--- src/rtl/lrb_pkg.sv ---
// ---------------------------------------------------------------------------
// lrb_pkg
// types, register map and constants of the landing detector and beacon
// ---------------------------------------------------------------------------
package lrb_pkg;

	localparam int TIME_BITS_DEF = 32;
	localparam int CFG_IDX_W     = 3;
	localparam int CFG_DATA_W    = 32;

	localparam logic [1:0] LAND_BEEPS       = 2'd3;
	localparam logic [9:0] LAND_BEEP_MS     = 10'd500;
	localparam logic [1:0] RECOVERY_BEEPS   = 2'd2;
	localparam logic [9:0] RECOVERY_BEEP_MS = 10'd1000;

	localparam logic [15:0] CHECK_PERIOD_RST  = 16'd1000;
	localparam logic [11:0] DRIFT_LIMIT_RST   = 12'd32;
	localparam logic [15:0] SPEED_LIMIT_RST   = 16'd240;
	localparam logic [31:0] STABLE_WINDOW_RST = 32'd10000;
	localparam logic [31:0] ALARM_DELAY_RST   = 32'd900000;
	localparam logic [15:0] BEEP_INTERVAL_RST = 16'd3000;

	typedef enum logic [CFG_IDX_W-1:0] {
		CFG_CHECK_PERIOD  = 3'd0,
		CFG_DRIFT_LIMIT   = 3'd1,
		CFG_SPEED_LIMIT   = 3'd2,
		CFG_STABLE_WINDOW = 3'd3,
		CFG_ALARM_DELAY   = 3'd4,
		CFG_BEEP_INTERVAL = 3'd5
	} cfg_idx_t;

	typedef struct packed {
		logic [15:0] check_period_ms;
		logic [11:0] drift_limit;
		logic [15:0] speed_limit;
		logic [31:0] stable_window_ms;
		logic [31:0] alarm_delay_ms;
		logic [15:0] beep_interval_ms;
	} cfg_t;

	typedef struct packed {
		logic [31:0]        now_ms;
		logic               past_apogee;
		logic signed [23:0] altitude;
		logic [15:0]        gps_speed;
		logic               gps_valid;
	} item_t;

	typedef struct packed {
		logic       landed;
		logic [1:0] beep_count;
		logic [9:0] beep_length_ms;
	} result_t;

endpackage

--- src/rtl/lrb_cfg.sv ---
// ---------------------------------------------------------------------------
// lrb_cfg
// configuration register file, written through the index/data channel
// ---------------------------------------------------------------------------
module lrb_cfg (
	input  logic                              clk,
	input  logic                              arst_n,
	input  logic                              cfg_valid,
	output logic                              cfg_ready,
	input  logic [lrb_pkg::CFG_IDX_W-1:0]     cfg_index,
	input  logic [lrb_pkg::CFG_DATA_W-1:0]    cfg_data,
	output lrb_pkg::cfg_t                     cfg
);

	lrb_pkg::cfg_t cfg_q;

	assign cfg_ready = 1'b1;
	assign cfg       = cfg_q;

	always_ff @(posedge clk or negedge arst_n) begin
		if (!arst_n) begin
			cfg_q.check_period_ms  <= lrb_pkg::CHECK_PERIOD_RST;
			cfg_q.drift_limit      <= lrb_pkg::DRIFT_LIMIT_RST;
			cfg_q.speed_limit      <= lrb_pkg::SPEED_LIMIT_RST;
			cfg_q.stable_window_ms <= lrb_pkg::STABLE_WINDOW_RST;
			cfg_q.alarm_delay_ms   <= lrb_pkg::ALARM_DELAY_RST;
			cfg_q.beep_interval_ms <= lrb_pkg::BEEP_INTERVAL_RST;
		end else if (cfg_valid && cfg_ready) begin
			case (cfg_index)
				lrb_pkg::CFG_CHECK_PERIOD:  cfg_q.check_period_ms  <= cfg_data[15:0];
				lrb_pkg::CFG_DRIFT_LIMIT:   cfg_q.drift_limit      <= cfg_data[11:0];
				lrb_pkg::CFG_SPEED_LIMIT:   cfg_q.speed_limit      <= cfg_data[15:0];
				lrb_pkg::CFG_STABLE_WINDOW: cfg_q.stable_window_ms <= cfg_data[31:0];
				lrb_pkg::CFG_ALARM_DELAY:   cfg_q.alarm_delay_ms   <= cfg_data[31:0];
				lrb_pkg::CFG_BEEP_INTERVAL: cfg_q.beep_interval_ms <= cfg_data[15:0];
				default: begin
				end
			endcase
		end
	end

endmodule

--- src/rtl/lrb_core.sv ---
// ---------------------------------------------------------------------------
// lrb_core
// landing decision state and single-pass evaluation of one word
// ---------------------------------------------------------------------------
module lrb_core #(
	parameter int TIME_BITS = lrb_pkg::TIME_BITS_DEF
) (
	input  logic             clk,
	input  logic             arst_n,
	input  lrb_pkg::cfg_t    cfg,
	input  lrb_pkg::item_t   item,
	input  logic             fire,
	output lrb_pkg::result_t res
);

	localparam int CmpW = (TIME_BITS > 32) ? TIME_BITS : 32;

	logic                 landed_q;
	logic [TIME_BITS-1:0] last_check_q;
	logic signed [23:0]   anchor_q;
	logic [TIME_BITS-1:0] stable_start_q;
	logic                 stable_run_q;
	logic [TIME_BITS-1:0] landing_q;
	logic [TIME_BITS-1:0] last_beep_q;

	logic [TIME_BITS-1:0] now_t;
	logic [TIME_BITS-1:0] el_chk;
	logic [TIME_BITS-1:0] el_stab;
	logic [TIME_BITS-1:0] el_land;
	logic [TIME_BITS-1:0] el_beep;
	logic signed [24:0]   diff;
	logic [24:0]          drift;
	logic                 eval;
	logic                 moving;
	logic                 restart;
	logic                 window_done;
	logic                 alarm;
	logic                 do_restart;
	logic                 do_land;
	logic                 do_beep;

	// time differences wrap at the timer width
	assign now_t   = TIME_BITS'(item.now_ms);
	assign el_chk  = now_t - last_check_q;
	assign el_stab = now_t - stable_start_q;
	assign el_land = now_t - landing_q;
	assign el_beep = now_t - last_beep_q;

	assign diff  = 25'(item.altitude) - 25'(anchor_q);
	assign drift = diff[24] ? 25'(-diff) : 25'(diff);

	assign eval        = item.past_apogee &&
	                     (CmpW'(el_chk) >= CmpW'(cfg.check_period_ms));
	assign moving      = item.gps_valid && (item.gps_speed > cfg.speed_limit);
	assign restart     = !stable_run_q || (drift > 25'(cfg.drift_limit));
	assign window_done = CmpW'(el_stab) > CmpW'(cfg.stable_window_ms);
	assign alarm       = (CmpW'(el_land) > CmpW'(cfg.alarm_delay_ms)) &&
	                     (CmpW'(el_beep) > CmpW'(cfg.beep_interval_ms));

	assign do_restart = eval && !landed_q && restart;
	assign do_land    = eval && !landed_q && !restart && window_done;
	assign do_beep    = eval && landed_q && alarm;

	always_comb begin
		res.landed         = landed_q || do_land;
		res.beep_count     = 2'd0;
		res.beep_length_ms = 10'd0;
		if (do_land) begin
			res.beep_count     = lrb_pkg::LAND_BEEPS;
			res.beep_length_ms = lrb_pkg::LAND_BEEP_MS;
		end else if (do_beep) begin
			res.beep_count     = lrb_pkg::RECOVERY_BEEPS;
			res.beep_length_ms = lrb_pkg::RECOVERY_BEEP_MS;
		end
	end

	always_ff @(posedge clk or negedge arst_n) begin
		if (!arst_n) begin
			landed_q       <= 1'b0;
			last_check_q   <= '0;
			anchor_q       <= '0;
			stable_start_q <= '0;
			stable_run_q   <= 1'b0;
			landing_q      <= '0;
			last_beep_q    <= '0;
		end else if (fire) begin
			if (eval) begin
				last_check_q <= now_t;
			end
			if (do_restart) begin
				anchor_q       <= item.altitude;
				stable_start_q <= now_t;
				// fast motion keeps the timer stopped
				stable_run_q   <= !moving;
			end
			if (do_land) begin
				landed_q  <= 1'b1;
				landing_q <= now_t;
			end
			if (do_beep) begin
				last_beep_q <= now_t;
			end
		end
	end

endmodule

--- src/rtl/landing_detect_recovery_beacon.sv ---
// ---------------------------------------------------------------------------
// landing_detect_recovery_beacon
// post-apogee landing detector with landing and recovery beep requests
// ---------------------------------------------------------------------------
// Input words arrive on the s_axis channel (tdata: time, apogee flag,
// altitude, GPS speed; tuser: GPS validity) and each one yields exactly one
// result word on m_axis (landed state, beep count, beep length).
// The cfg channel writes the six settings by index; cfg_ready is always
// high, and writes are meant to happen while no word is in flight.
// A word passes the input register, then the decision logic feeding the
// output register, where m_axis_tvalid rises. Throughput is one word per
// clock barring receiver stalls; the limit is the single decision stage,
// whose state registers update in the cycle a word moves to the output.
// When the receiver stalls, the output register holds its word and the
// input register still takes one more word; s_axis_tready drops only when
// both are full.
// Reset clears both stages, the landing state and all timers, and loads
// the default settings.
// ---------------------------------------------------------------------------
module landing_detect_recovery_beacon #(
	parameter int TIME_BITS = lrb_pkg::TIME_BITS_DEF
) (
	input  logic                           clk,
	input  logic                           arst_n,
	input  logic                           s_axis_tvalid,
	output logic                           s_axis_tready,
	// [31:0] now_ms, [32] past_apogee, [56:33] altitude,
	// [72:57] gps_speed, [79:73] zero
	input  logic [79:0]                    s_axis_tdata,
	// [0] gps_valid
	input  logic                           s_axis_tuser,
	output logic                           m_axis_tvalid,
	input  logic                           m_axis_tready,
	// [0] landed, [2:1] beep_count, [12:3] beep_length_ms, [15:13] zero
	output logic [15:0]                    m_axis_tdata,
	input  logic                           cfg_valid,
	output logic                           cfg_ready,
	input  logic [lrb_pkg::CFG_IDX_W-1:0]  cfg_index,
	input  logic [lrb_pkg::CFG_DATA_W-1:0] cfg_data
);

	lrb_pkg::cfg_t    cfg;
	lrb_pkg::item_t   item_in;
	lrb_pkg::item_t   item_s1;
	logic             vld_s1;
	lrb_pkg::result_t res;
	lrb_pkg::result_t res_s2;
	logic             vld_s2;
	logic             fire;

	assign item_in.now_ms      = s_axis_tdata[31:0];
	assign item_in.past_apogee = s_axis_tdata[32];
	assign item_in.altitude    = $signed(s_axis_tdata[56:33]);
	assign item_in.gps_speed   = s_axis_tdata[72:57];
	assign item_in.gps_valid   = s_axis_tuser;

	// word moves to the output when the output slot is free or draining
	assign fire          = vld_s1 && (!vld_s2 || m_axis_tready);
	assign s_axis_tready = !vld_s1 || fire;

	lrb_cfg u_cfg (
		.clk       (clk),
		.arst_n    (arst_n),
		.cfg_valid (cfg_valid),
		.cfg_ready (cfg_ready),
		.cfg_index (cfg_index),
		.cfg_data  (cfg_data),
		.cfg       (cfg)
	);

	lrb_core #(
		.TIME_BITS (TIME_BITS)
	) u_core (
		.clk    (clk),
		.arst_n (arst_n),
		.cfg    (cfg),
		.item   (item_s1),
		.fire   (fire),
		.res    (res)
	);

	always_ff @(posedge clk or negedge arst_n) begin
		if (!arst_n) begin
			vld_s1 <= 1'b0;
		end else if (s_axis_tready) begin
			vld_s1 <= s_axis_tvalid;
		end
	end

	always_ff @(posedge clk) begin
		if (s_axis_tready && s_axis_tvalid) begin
			item_s1 <= item_in;
		end
	end

	always_ff @(posedge clk or negedge arst_n) begin
		if (!arst_n) begin
			vld_s2 <= 1'b0;
		end else if (fire) begin
			vld_s2 <= 1'b1;
		end else if (m_axis_tready) begin
			vld_s2 <= 1'b0;
		end
	end

	always_ff @(posedge clk) begin
		if (fire) begin
			res_s2 <= res;
		end
	end

	assign m_axis_tvalid = vld_s2;
	assign m_axis_tdata  = {3'b000, res_s2.beep_length_ms, res_s2.beep_count, res_s2.landed};

endmodule

--- config.mk ---
export PLATFORM = sky130hd
export DESIGN_NAME = landing_detect_recovery_beacon
export DESIGN_NICKNAME = d
export VERILOG_FILES = /design/src/rtl/lrb_pkg.sv /design/src/rtl/lrb_cfg.sv /design/src/rtl/lrb_core.sv /design/src/rtl/landing_detect_recovery_beacon.sv
export SDC_FILE = /design/constraint.sdc
export NUM_CORES = 1
export LEC_CHECK = 0
export BUFFER_PORTS_ARGS = -buffer_cell sky130_fd_sc_hd__buf_2
export CAP_MARGIN = 20
export CORE_UTILIZATION = 34
export CTS_BUF_LIST = sky130_fd_sc_hd__clkbuf_4 sky130_fd_sc_hd__clkbuf_8
export DETAILED_ROUTE_END_ITERATION = 6
export GPL_ROUTABILITY_DRIVEN = 1
export PLACE_DENSITY = 0.53
export SYNTH_ARGS = -nofsm -noshare
export SYNTH_HDL_FRONTEND = slang
export SYNTH_SLANG_ARGS = --single-unit
--- constraint.sdc ---
create_clock -name clk -period 14 [get_ports clk]
set_input_delay 2.8 -clock clk [delete_from_list [all_inputs] [get_ports clk]]
set_output_delay 2.8 -clock clk [all_outputs]
set_load 0.01 [all_outputs]
==> results.toml, run 1 <==
[status]
status = "finished clean"

[sta]
min_period_over_period = 0.546
hold_viol = 0
relSlewSlack = 0.376
fin_crit_ps = 7640
setup_violations = 0
clock.fmax_ghz = 0.131
rsz0062_at_grt = "false"
fin_worst_skew_ps = 31.4
worst_slew_pin_slew_ps = 931
drv_slew = 0
fin_hold_ws_ps = 489
setup-tns-final_ps = 0

[route]
vias_per_cell = 5.08
wl_per_cell_microns = 16.8
first_iter_violations = 1030
firstDrtPassIters = 5
route.detailed.drc = 0
ant_nets = 0
vias = 18900
routed_wl_microns = 62600

[power]
p_comb_frac = 0.390
p_switching_mw = 1.45
power_per_cell_area_nw_per_um2 = 144
seq_power_share = 0.326
vdd.ir_drop.worst_mv = 0.0624
p_leak_nw = 12.6
power.share.clock = 0.284
intPower_mw = 2.57
swShare = 0.361

[logic_synthesis]
synth-warning-count = 0
synth.avg_cell_area_sq_um = 9.61
synth_edf_count = 78
synth_seq_cells = 358
synth_flop_cell = "dfrtp_1"
synthArstFlopShare = 0.782
syn_area_sq_um = 24700
syn_inst = 2572
yosysSeqAreaShare = 0.380
ys_types = 88

[worst_setup_path]
end_kind = "register"
crit_path_start_kind = "register"
ff2ff_path_depth = 23
reg2reg_from = "item_s1[42]"
crit_path_cell_trace = "inv_1 -> ha_1 -> inv_1 -> fa_1 -> a211oi_1 -> o211ai_1 -> a211oi_1 -> o21a_1 -> xnor2_1 -> ha_1 -> a21oi_1 -> nand2_1 -> a2111oi_2 -> nand3_1 -> nor4_1 -> o2111a_1 -> o2111ai_1 -> or4b_1 -> o41ai_4 -> buf_4 -> a2111o_2 -> buf_4 -> mux2_2"
cpPeakStageDelay_ps = 770
r2r-end = "u_core.stable_start_q[2]"
crit_slowest_cell = "a211oi_1"
r2r_setup_slack_ps = 6360
critPathArrivalTime_ps = 8180
critPathMaxFanout = 33
crit_type = "reg2reg"
required_ps = 14550

[layout]
drive_gt1_frac = 0.180
layout_common_cells = "308 x inv_1, 273 x ha_1, 246 x dfrtp_1"
layout_commonest_cell = "inv_1"
final_cell_area_sq_um = 27900
syn_to_final_growth_pct = 12.7
fin_nets = 3125

[cts]
clk_latency_ps = 670
numCtsBuffers = 70
cts_setup_buffers = 0
ctsHoldBuffers = 0
cts_tree = "yes"
cts-resized-gates = 0
h-tree-depth = 3
clock_sinks = 358
clockBufferDepth = 3
cts.clk_slew.worst_paths_ps = 60
root_buffer = "clkbuf_8"

[floorplan]
coreArea_sq_um = 71700
die_w_microns = 272
pin_count = 140
die_h_microns = 272
initial_core_util = 0.345
rows = 98
die-area_sq_um = 73800

[place]
place_area_sq_um = 26400
hpwl_microns = 48100
place.port_buffers = 126
routabilityCongestion = 0.884

[global_route]
gr-usage-met3 = 0.0270
grt_max_degree = 104
grt_pass1_vias = 19500
antenna_found_initial = 3
gr-usage-met1 = 0.215
grtUsageMet2 = 0.298
track_usage = 0.172
grt_pass1_wl_microns = 102000
grt.busiest_layer = "met2"
grt_overflow = 0

[hold_path]
min_from = "u_core.landing_q[30]"
hold_path.class = "reg2reg"
min_to = "u_core.landing_q[30]"
hold_depth = 1

[flow_run]
cap_violations = 0
==> power groups by stage <==
stage	Combinational, mW	Clock (mW)	Sequential (mW)
final	1.57	1.14	1.31
after floorplan	1.19	0	1.30
after detailed placement	1.57	0	1.33
after CTS	1.58	1.19	1.31
after global placement	1.52	0	1.32
after global routing	1.78	1.23	1.33
==> sequential cells by signal, summed over array words and instances (netlist names), 4 cells and up <==
name and flops:
u_core.anchor_q 24, u_core.last_check_q 32, u_core.last_beep_q 32, m_axis_tdata 4, u_core.stable_start_q 32, u_core.landing_q 32
item_s1 74, u_cfg.cfg 124
==> worst max path at each step <==
stage / startpoint / end / slack [ps] / depth (start not counted)
2_1_floorplan: m_axis_tready / s_axis_tready / 8190 / 1
3_3_place_gp: item_s1[42] / u_core.stable_start_q[2] / 6350 / 23
3_5_place_dp: item_s1[42] / u_core.stable_start_q[2] / 6270 / 23
4_1_cts: item_s1[42] / u_core.stable_start_q[2] / 6260 / 23
5_1_grt: item_s1[42] / u_core.stable_start_q[2] / 5800 / 23
6_report: item_s1[42] / u_core.stable_start_q[2] / 6360 / 23
==> critical path, delay by kind of cell (launching register included) <==
kind	cells	cell delay [ps]
AND/OR/NAND/NOR	4	1090
XOR/XNOR	1	150
multiplexers	1	410
adder cells (fa/ha/maj)	3	940
flip-flops	1	470
buffers and inverters	4	1160
AO/OA/AOI/OAI	10	3260
==> metrics by stage <==
stage          total power, mW  setup WS, ps  std cells   util
5_1_grt                   4.34          5800       3731  0.389
6_report                  4.02          6360       3731  0.389
3_5_place_dp              2.90          6270       3603  0.367
2_1_floorplan             2.50          8190       2576      -
3_3_place_gp              2.85          6350       3602  0.367
4_1_cts                   4.08          6260       3729  0.388
==> area by class of cell <==
cell class / count / area (sq um)
Antenna cell: 1 / 2.50
Clock buffer: 103 / 1270
Clock inverter: 23 / 220
Fill cell: 7172 / 43900
Inverter: 308 / 1160
Multi-Input combinational cell: 1844 / 13900
Sequential cell: 358 / 9390
Tap cell: 950 / 1190
Timing Repair Buffer: 144 / 786
==> per-layer routing <==
layer,up-vias,wire (microns),share of wire
li1,9425,-,-
met1,9080,28300,0.45
met2,318,30400,0.49
met4,0,1920,0.031
met3,119,2020,0.032
met5,-,0,0
==> cell families (layout without fill, tap and decap cells) <==
logic type / count (synthesis) / count (layout) / synth area share
compound gates: 646 / 646 / 0.167
simple gates: 612 / 612 / 0.120
buf+inv: 374 / 578 / 0.0618
flops: 358 / 358 / 0.380
fa+ha+maj: 278 / 278 / 0.142
mux: 183 / 183 / 0.0871
xor+xnor: 119 / 119 / 0.0422
other cells: 2 / 7 / 0.000304
==> cell usage after synthesis, types with 35 or more instances <==
cell,count,area share
inv_1,308,0.047
ha_1,273,0.14
dfrtp_1,246,0.25
nand2_1,208,0.032
o21ai_0,208,0.042
a21oi_1,166,0.034
mux2_2,138,0.063
nor2_1,123,0.019
edfxtp_1,78,0.095
xnor2_1,78,0.028
a21o_1,50,0.015
o21a_1,47,0.014
nand3_1,46,0.0093
nand2b_1,44,0.011
xor2_1,41,0.015
nor3_1,36,0.0073
nor2b_1,35,0.0089
No activity file was read; power rests on OpenSTA's default activity.
==> run 2, diff against run 1 <==
- clock period: 14 -> 7.57 ns (I/O delays scaled with it)
==> run 2 against run 1 <==
Clock skew increased by 11 ps. Largest cell class unchanged. Routed wire length is essentially flat. Combinational power up 85%. Sequential share of layout area down 0.16 points. Register-to-register slack got worse by 5600 ps. Total power grew 86%. Critical endpoint is now u_core.last_beep_q[6]. Non-clock buffer count grew 5. Largest power group unchanged.
==> results.toml, run 2 (synthesis gave the netlist of run 1 again) <==
[route]
ant_nets = 0
vias = 18900
first_iter_violations = 928
firstDrtPassIters = 5
routed_wl_microns = 62700
route.detailed.drc = 0
vias_per_cell = 5.05
wl_per_cell_microns = 16.8

[worst_setup_path]
ff2ff_path_depth = 27
crit_path_start_kind = "register"
cpPeakStageDelay_ps = 620
critPathBufInv = 3
critPathArrivalTime_ps = 7350
required_ps = 8080
reg2reg_from = "item_s1[42]"
crit_type = "reg2reg"
end_kind = "register"
r2r-end = "u_core.last_beep_q[6]"
cpMostUsedCell = "o21ai_0"
critPathMaxFanout = 22
crit_slowest_cell = "a2111oi_0"
path_delay_family = "compound AO/OA/AOI/OAI gates"
r2r_setup_slack_ps = 730

[hold_path]
min_to = "u_core.landing_q[23]"
hold_depth = 1
hold_path.class = "reg2reg"
min_from = "u_core.landing_q[23]"

[sta]
min_period_over_period = 0.904
rsz0062_at_grt = "false"
setup-tns-final_ps = 0
drv_slew = 0
fin_crit_ps = 6840
relSlewSlack = 0.333
setup_violations = 0
fin_hold_ws_ps = 488
clock.fmax_ghz = 0.146
fin_worst_skew_ps = 42.2
hold_viol = 0
worst_slew_pin_slew_ps = 1000

[power]
p_leak_nw = 12.7
vdd.ir_drop.worst_mv = 0.159
power_per_cell_area_nw_per_um2 = 267

[cts]
clock_sinks = 358
h-tree-depth = 3
cts_setup_buffers = 0
numCtsBuffers = 71
root_buffer = "clkbuf_8"
clockBufferDepth = 3
ctsHoldBuffers = 0
clk_latency_ps = 660
cts.clk_slew.worst_paths_ps = 60
cts-resized-gates = 0
cts_tree = "yes"

[layout]
drive_gt1_frac = 0.182
syn_to_final_growth_pct = 13.3
largest_reg_flops = 124
final.fill_count = 7104
fin_nets = 3131
layout_common_cells = "308 x inv_1, 273 x ha_1, 246 x dfrtp_1"
layout_commonest_cell = "inv_1"

[floorplan]
initial_core_util = 0.345
die-area_sq_um = 73800
rows = 98
pin_count = 140
coreArea_sq_um = 71700
die_w_microns = 272
die_h_microns = 272

[place]
routabilityCongestion = 0.904
hpwl_microns = 47400
place.port_buffers = 126

[global_route]
grt_overflow = 0
grt_pass1_wl_microns = 101000
antenna_found_initial = 2
track_usage = 0.171
grt_pass1_vias = 19100
grt_max_degree = 144

[status]
status = "finished clean"

[flow_run]
cap_violations = 0
run 2: cell count changes in the layout (fill, tap and decap cells not counted), sizes merged:
cell and delta:
clkinv +6, buf +5, clkbuf -5, clkinvlp +2
diode +2, bufinv +1, inv -1
run 2: power breakdown:
group / leakage [nW] / switching (mW) / internal (mW)
combinational: 7.67 / 1.66 / 1.25
clock: 0.807 / 0.899 / 1.25
sequential: 4.19 / 0.139 / 2.28
total: 12.7 / 2.69 / 4.79
run 2: metal layers:
metal | track usage | vias up | wire, microns
met1 | 0.217 | 8998 | 29000
met5 | 0 | - | 0
met3 | 0.0272 | 109 | 2160
met4 | 0.0622 | 0 | 1920
met2 | 0.290 | 358 | 29600
li1 | - | 9423 | -
run 2: metrics by stage:
| step | util | cell area, sq um | instances | worst slack [ps] | total power, mW |
|---|---|---|---|---|---|
| 2_1_floorplan | - | 24700 | 2576 | 1890 | 4.62 |
| 3_5_place_dp | 0.368 | 26400 | 3608 | 716 | 5.35 |
| 5_1_grt | 0.390 | 28000 | 3740 | 241 | 8.10 |
| 3_3_place_gp | 0.368 | 26400 | 3607 | 706 | 5.27 |
| 6_report | 0.390 | 28000 | 3741 | 725 | 7.48 |
| 4_1_cts | 0.390 | 28000 | 3737 | 671 | 7.58 |
run 2: worst max-delay path by stage:
stage	start	end	slack (ps)	depth (start not counted)
6_report	item_s1[42]	u_core.last_beep_q[6]	730	27
5_1_grt	item_s1[42]	u_core.last_beep_q[6]	240	27
4_1_cts	item_s1[42]	u_core.last_beep_q[6]	670	27
3_5_place_dp	item_s1[42]	u_core.last_beep_q[9]	720	27
3_3_place_gp	item_s1[42]	u_core.last_beep_q[1]	710	27
2_1_floorplan	item_s1[17]	u_core.anchor_q[23]	1890	24
run 2: layout make-up:
cell class | count | area, sq um | area share
Antenna cell | 3 | 7.51 | 0.000268
Clock buffer | 98 | 1250 | 0.0448
Clock inverter | 31 | 285 | 0.0102
Inverter | 308 | 1160 | 0.0413
Multi-Input combinational cell | 1844 | 13900 | 0.495
Sequential cell | 358 | 9390 | 0.335
Tap cell | 950 | 1190 | 0.0424
Timing Repair Buffer | 149 | 868 | 0.0310
==> run 3, diff against run 2 <==
- BUFFER_PORTS_ARGS: -buffer_cell sky130_fd_sc_hd__buf_2 -> -buffer_cell sky130_fd_sc_hd__clkbuf_2
==> run 3 against run 2 <==
Register-to-register slack improved by 20 ps. Hold slack improved by 2.4 ps. Fmax up 0.24%. Sequential share of layout area is 0.059 points higher. Clock skew decreased by 11 ps. Sequential cell count unchanged. Clock power shrank 2%. Highest routed layer unchanged. Core utilization shrank 0.068 points. Setup slack gained 16 ps. Sequential power is essentially flat. Critical path depth stayed put.
==> results.toml, run 3 (synthesis gave the netlist of run 1 again) <==
[cts]
cts_tree = "yes"
clock_sinks = 358
cts_setup_buffers = 0
cts-resized-gates = 0
clk_latency_ps = 670
cts.clk_slew.worst_paths_ps = 60
h-tree-depth = 3
ctsHoldBuffers = 0
root_buffer = "clkbuf_8"
numCtsBuffers = 71
clockBufferDepth = 3

[worst_setup_path]
path_delay_family = "compound AO/OA/AOI/OAI gates"
cpPeakStageDelay_ps = 500
reg2reg_from = "item_s1[42]"
critPathArrivalTime_ps = 7350
critPathBufInv = 3
crit_path_start_kind = "register"
critPathMaxFanout = 21
end_kind = "register"
crit_slowest_cell = "or4_1"
required_ps = 8090
cp-startpoint = "item_s1[42]"
crit_type = "reg2reg"
cpMostUsedCell = "o21ai_0"

[sta]
clock.fmax_ghz = 0.146
fin_crit_ps = 6830
rsz0062_at_grt = "false"
drv_slew = 0
layout_setup_ws_ps = 741
hold_viol = 0
fin_worst_skew_ps = 30.8
min_period_over_period = 0.902
relSlewSlack = 0.316
setup-tns-final_ps = 0
setup_violations = 0
worst_slew_pin_slew_ps = 1030

[floorplan]
coreArea_sq_um = 71700
initial_core_util = 0.345
die-area_sq_um = 73800
die_w_microns = 272
rows = 98
pin_count = 140
die_h_microns = 272

[hold_path]
hold_path.class = "reg2reg"
min_from = "u_core.landing_q[3]"

[status]
status = "finished clean"

[global_route]
antenna_found_initial = 3
gr-usage-met1 = 0.216
grt_pass1_vias = 19500
grt.busiest_layer = "met2"
grt_overflow = 0
track_usage = 0.172
grt_max_degree = 120
grtUsageMet2 = 0.298
gr-usage-met3 = 0.0268
grt_pass1_wl_microns = 102000

[route]
routed_wl_microns = 62700
vias = 18900
wl_per_cell_microns = 16.8
vias_per_cell = 5.06
ant_nets = 0
first_iter_violations = 808
firstDrtPassIters = 5
route.detailed.drc = 0

[power]
vdd.ir_drop.worst_mv = 0.163
p_total_mw = 7.44
p_leak_nw = 12.7
power_per_cell_area_nw_per_um2 = 266

[layout]
largest_reg_flops = 124
post-route-util = 0.390
drive_gt1_frac = 0.184
fin_nets = 3131
layout_commonest_cell = "inv_1"
layout_common_cells = "308 x inv_1, 273 x ha_1, 246 x dfrtp_1"
syn_to_final_growth_pct = 13.1
final_cell_area_sq_um = 28000

[place]
place.port_buffers = 126
routabilityCongestion = 0.888
place_area_sq_um = 26400
hpwl_microns = 48000
pre_cts_ws_ps = 718

[flow_run]
cap_violations = 0
run 3: changes by cell type in the layout (fill, tap and decap cells not counted), sizes merged:
cell | previous run | this run
inv | 309 | 311
buf | 149 | 24
diode | 3 | 1
clkbuf | 98 | 231
bufinv | 5 | 3
clkinv | 21 | 15
run 3: cell type report:
| class | instances | area, sq um |
|---|---|---|
| Fill cell | 7246 | 43800 |
| Multi-Input combinational cell | 1844 | 13900 |
| Sequential cell | 358 | 9390 |
| Clock buffer | 106 | 1310 |
| Tap cell | 950 | 1190 |
| Inverter | 308 | 1160 |
| Timing Repair Buffer | 149 | 836 |
| Clock inverter | 25 | 220 |
| Antenna cell | 1 | 2.50 |
run 3: worst paths after layout:
path / end / cells after the start / slack (ps)
max: u_core.last_beep_q[1] / 27 / 740
min: u_core.landing_q[3] / 1 / 490
max reg2reg: u_core.last_beep_q[1] / 27 / 740
min reg2reg: u_core.landing_q[3] / 1 / 490
max in group asynchronous: u_core.last_check_q[26] / 2 / 5170
min in group asynchronous: u_core.landing_q[3] / 1 / 960
run 3: metrics by stage:
step | cells | hold slack, ps
5_1_grt | 3741 | 513
2_1_floorplan | 2576 | 457
3_5_place_dp | 3609 | 480
6_report | 3741 | 491
4_1_cts | 3740 | 494
3_3_place_gp | 3608 | 468
run 3: metal layers:
layer | wire length, microns | up-vias | part of all wire
met3 | 2200 | 123 | 0.035
met4 | 1890 | 0 | 0.030
met2 | 30300 | 323 | 0.48
met1 | 28300 | 9056 | 0.45
met5 | 0 | - | 0
li1 | - | 9424 | -
run 3: report_power, final:
| part | switching, mW | leakage [nW] | internal [mW] |
|---|---|---|---|
| combinational | 1.65 | 7.69 | 1.25 |
| sequential | 0.141 | 4.19 | 2.28 |
| clock | 0.896 | 0.807 | 1.22 |
| total | 2.69 | 12.7 | 4.75 |
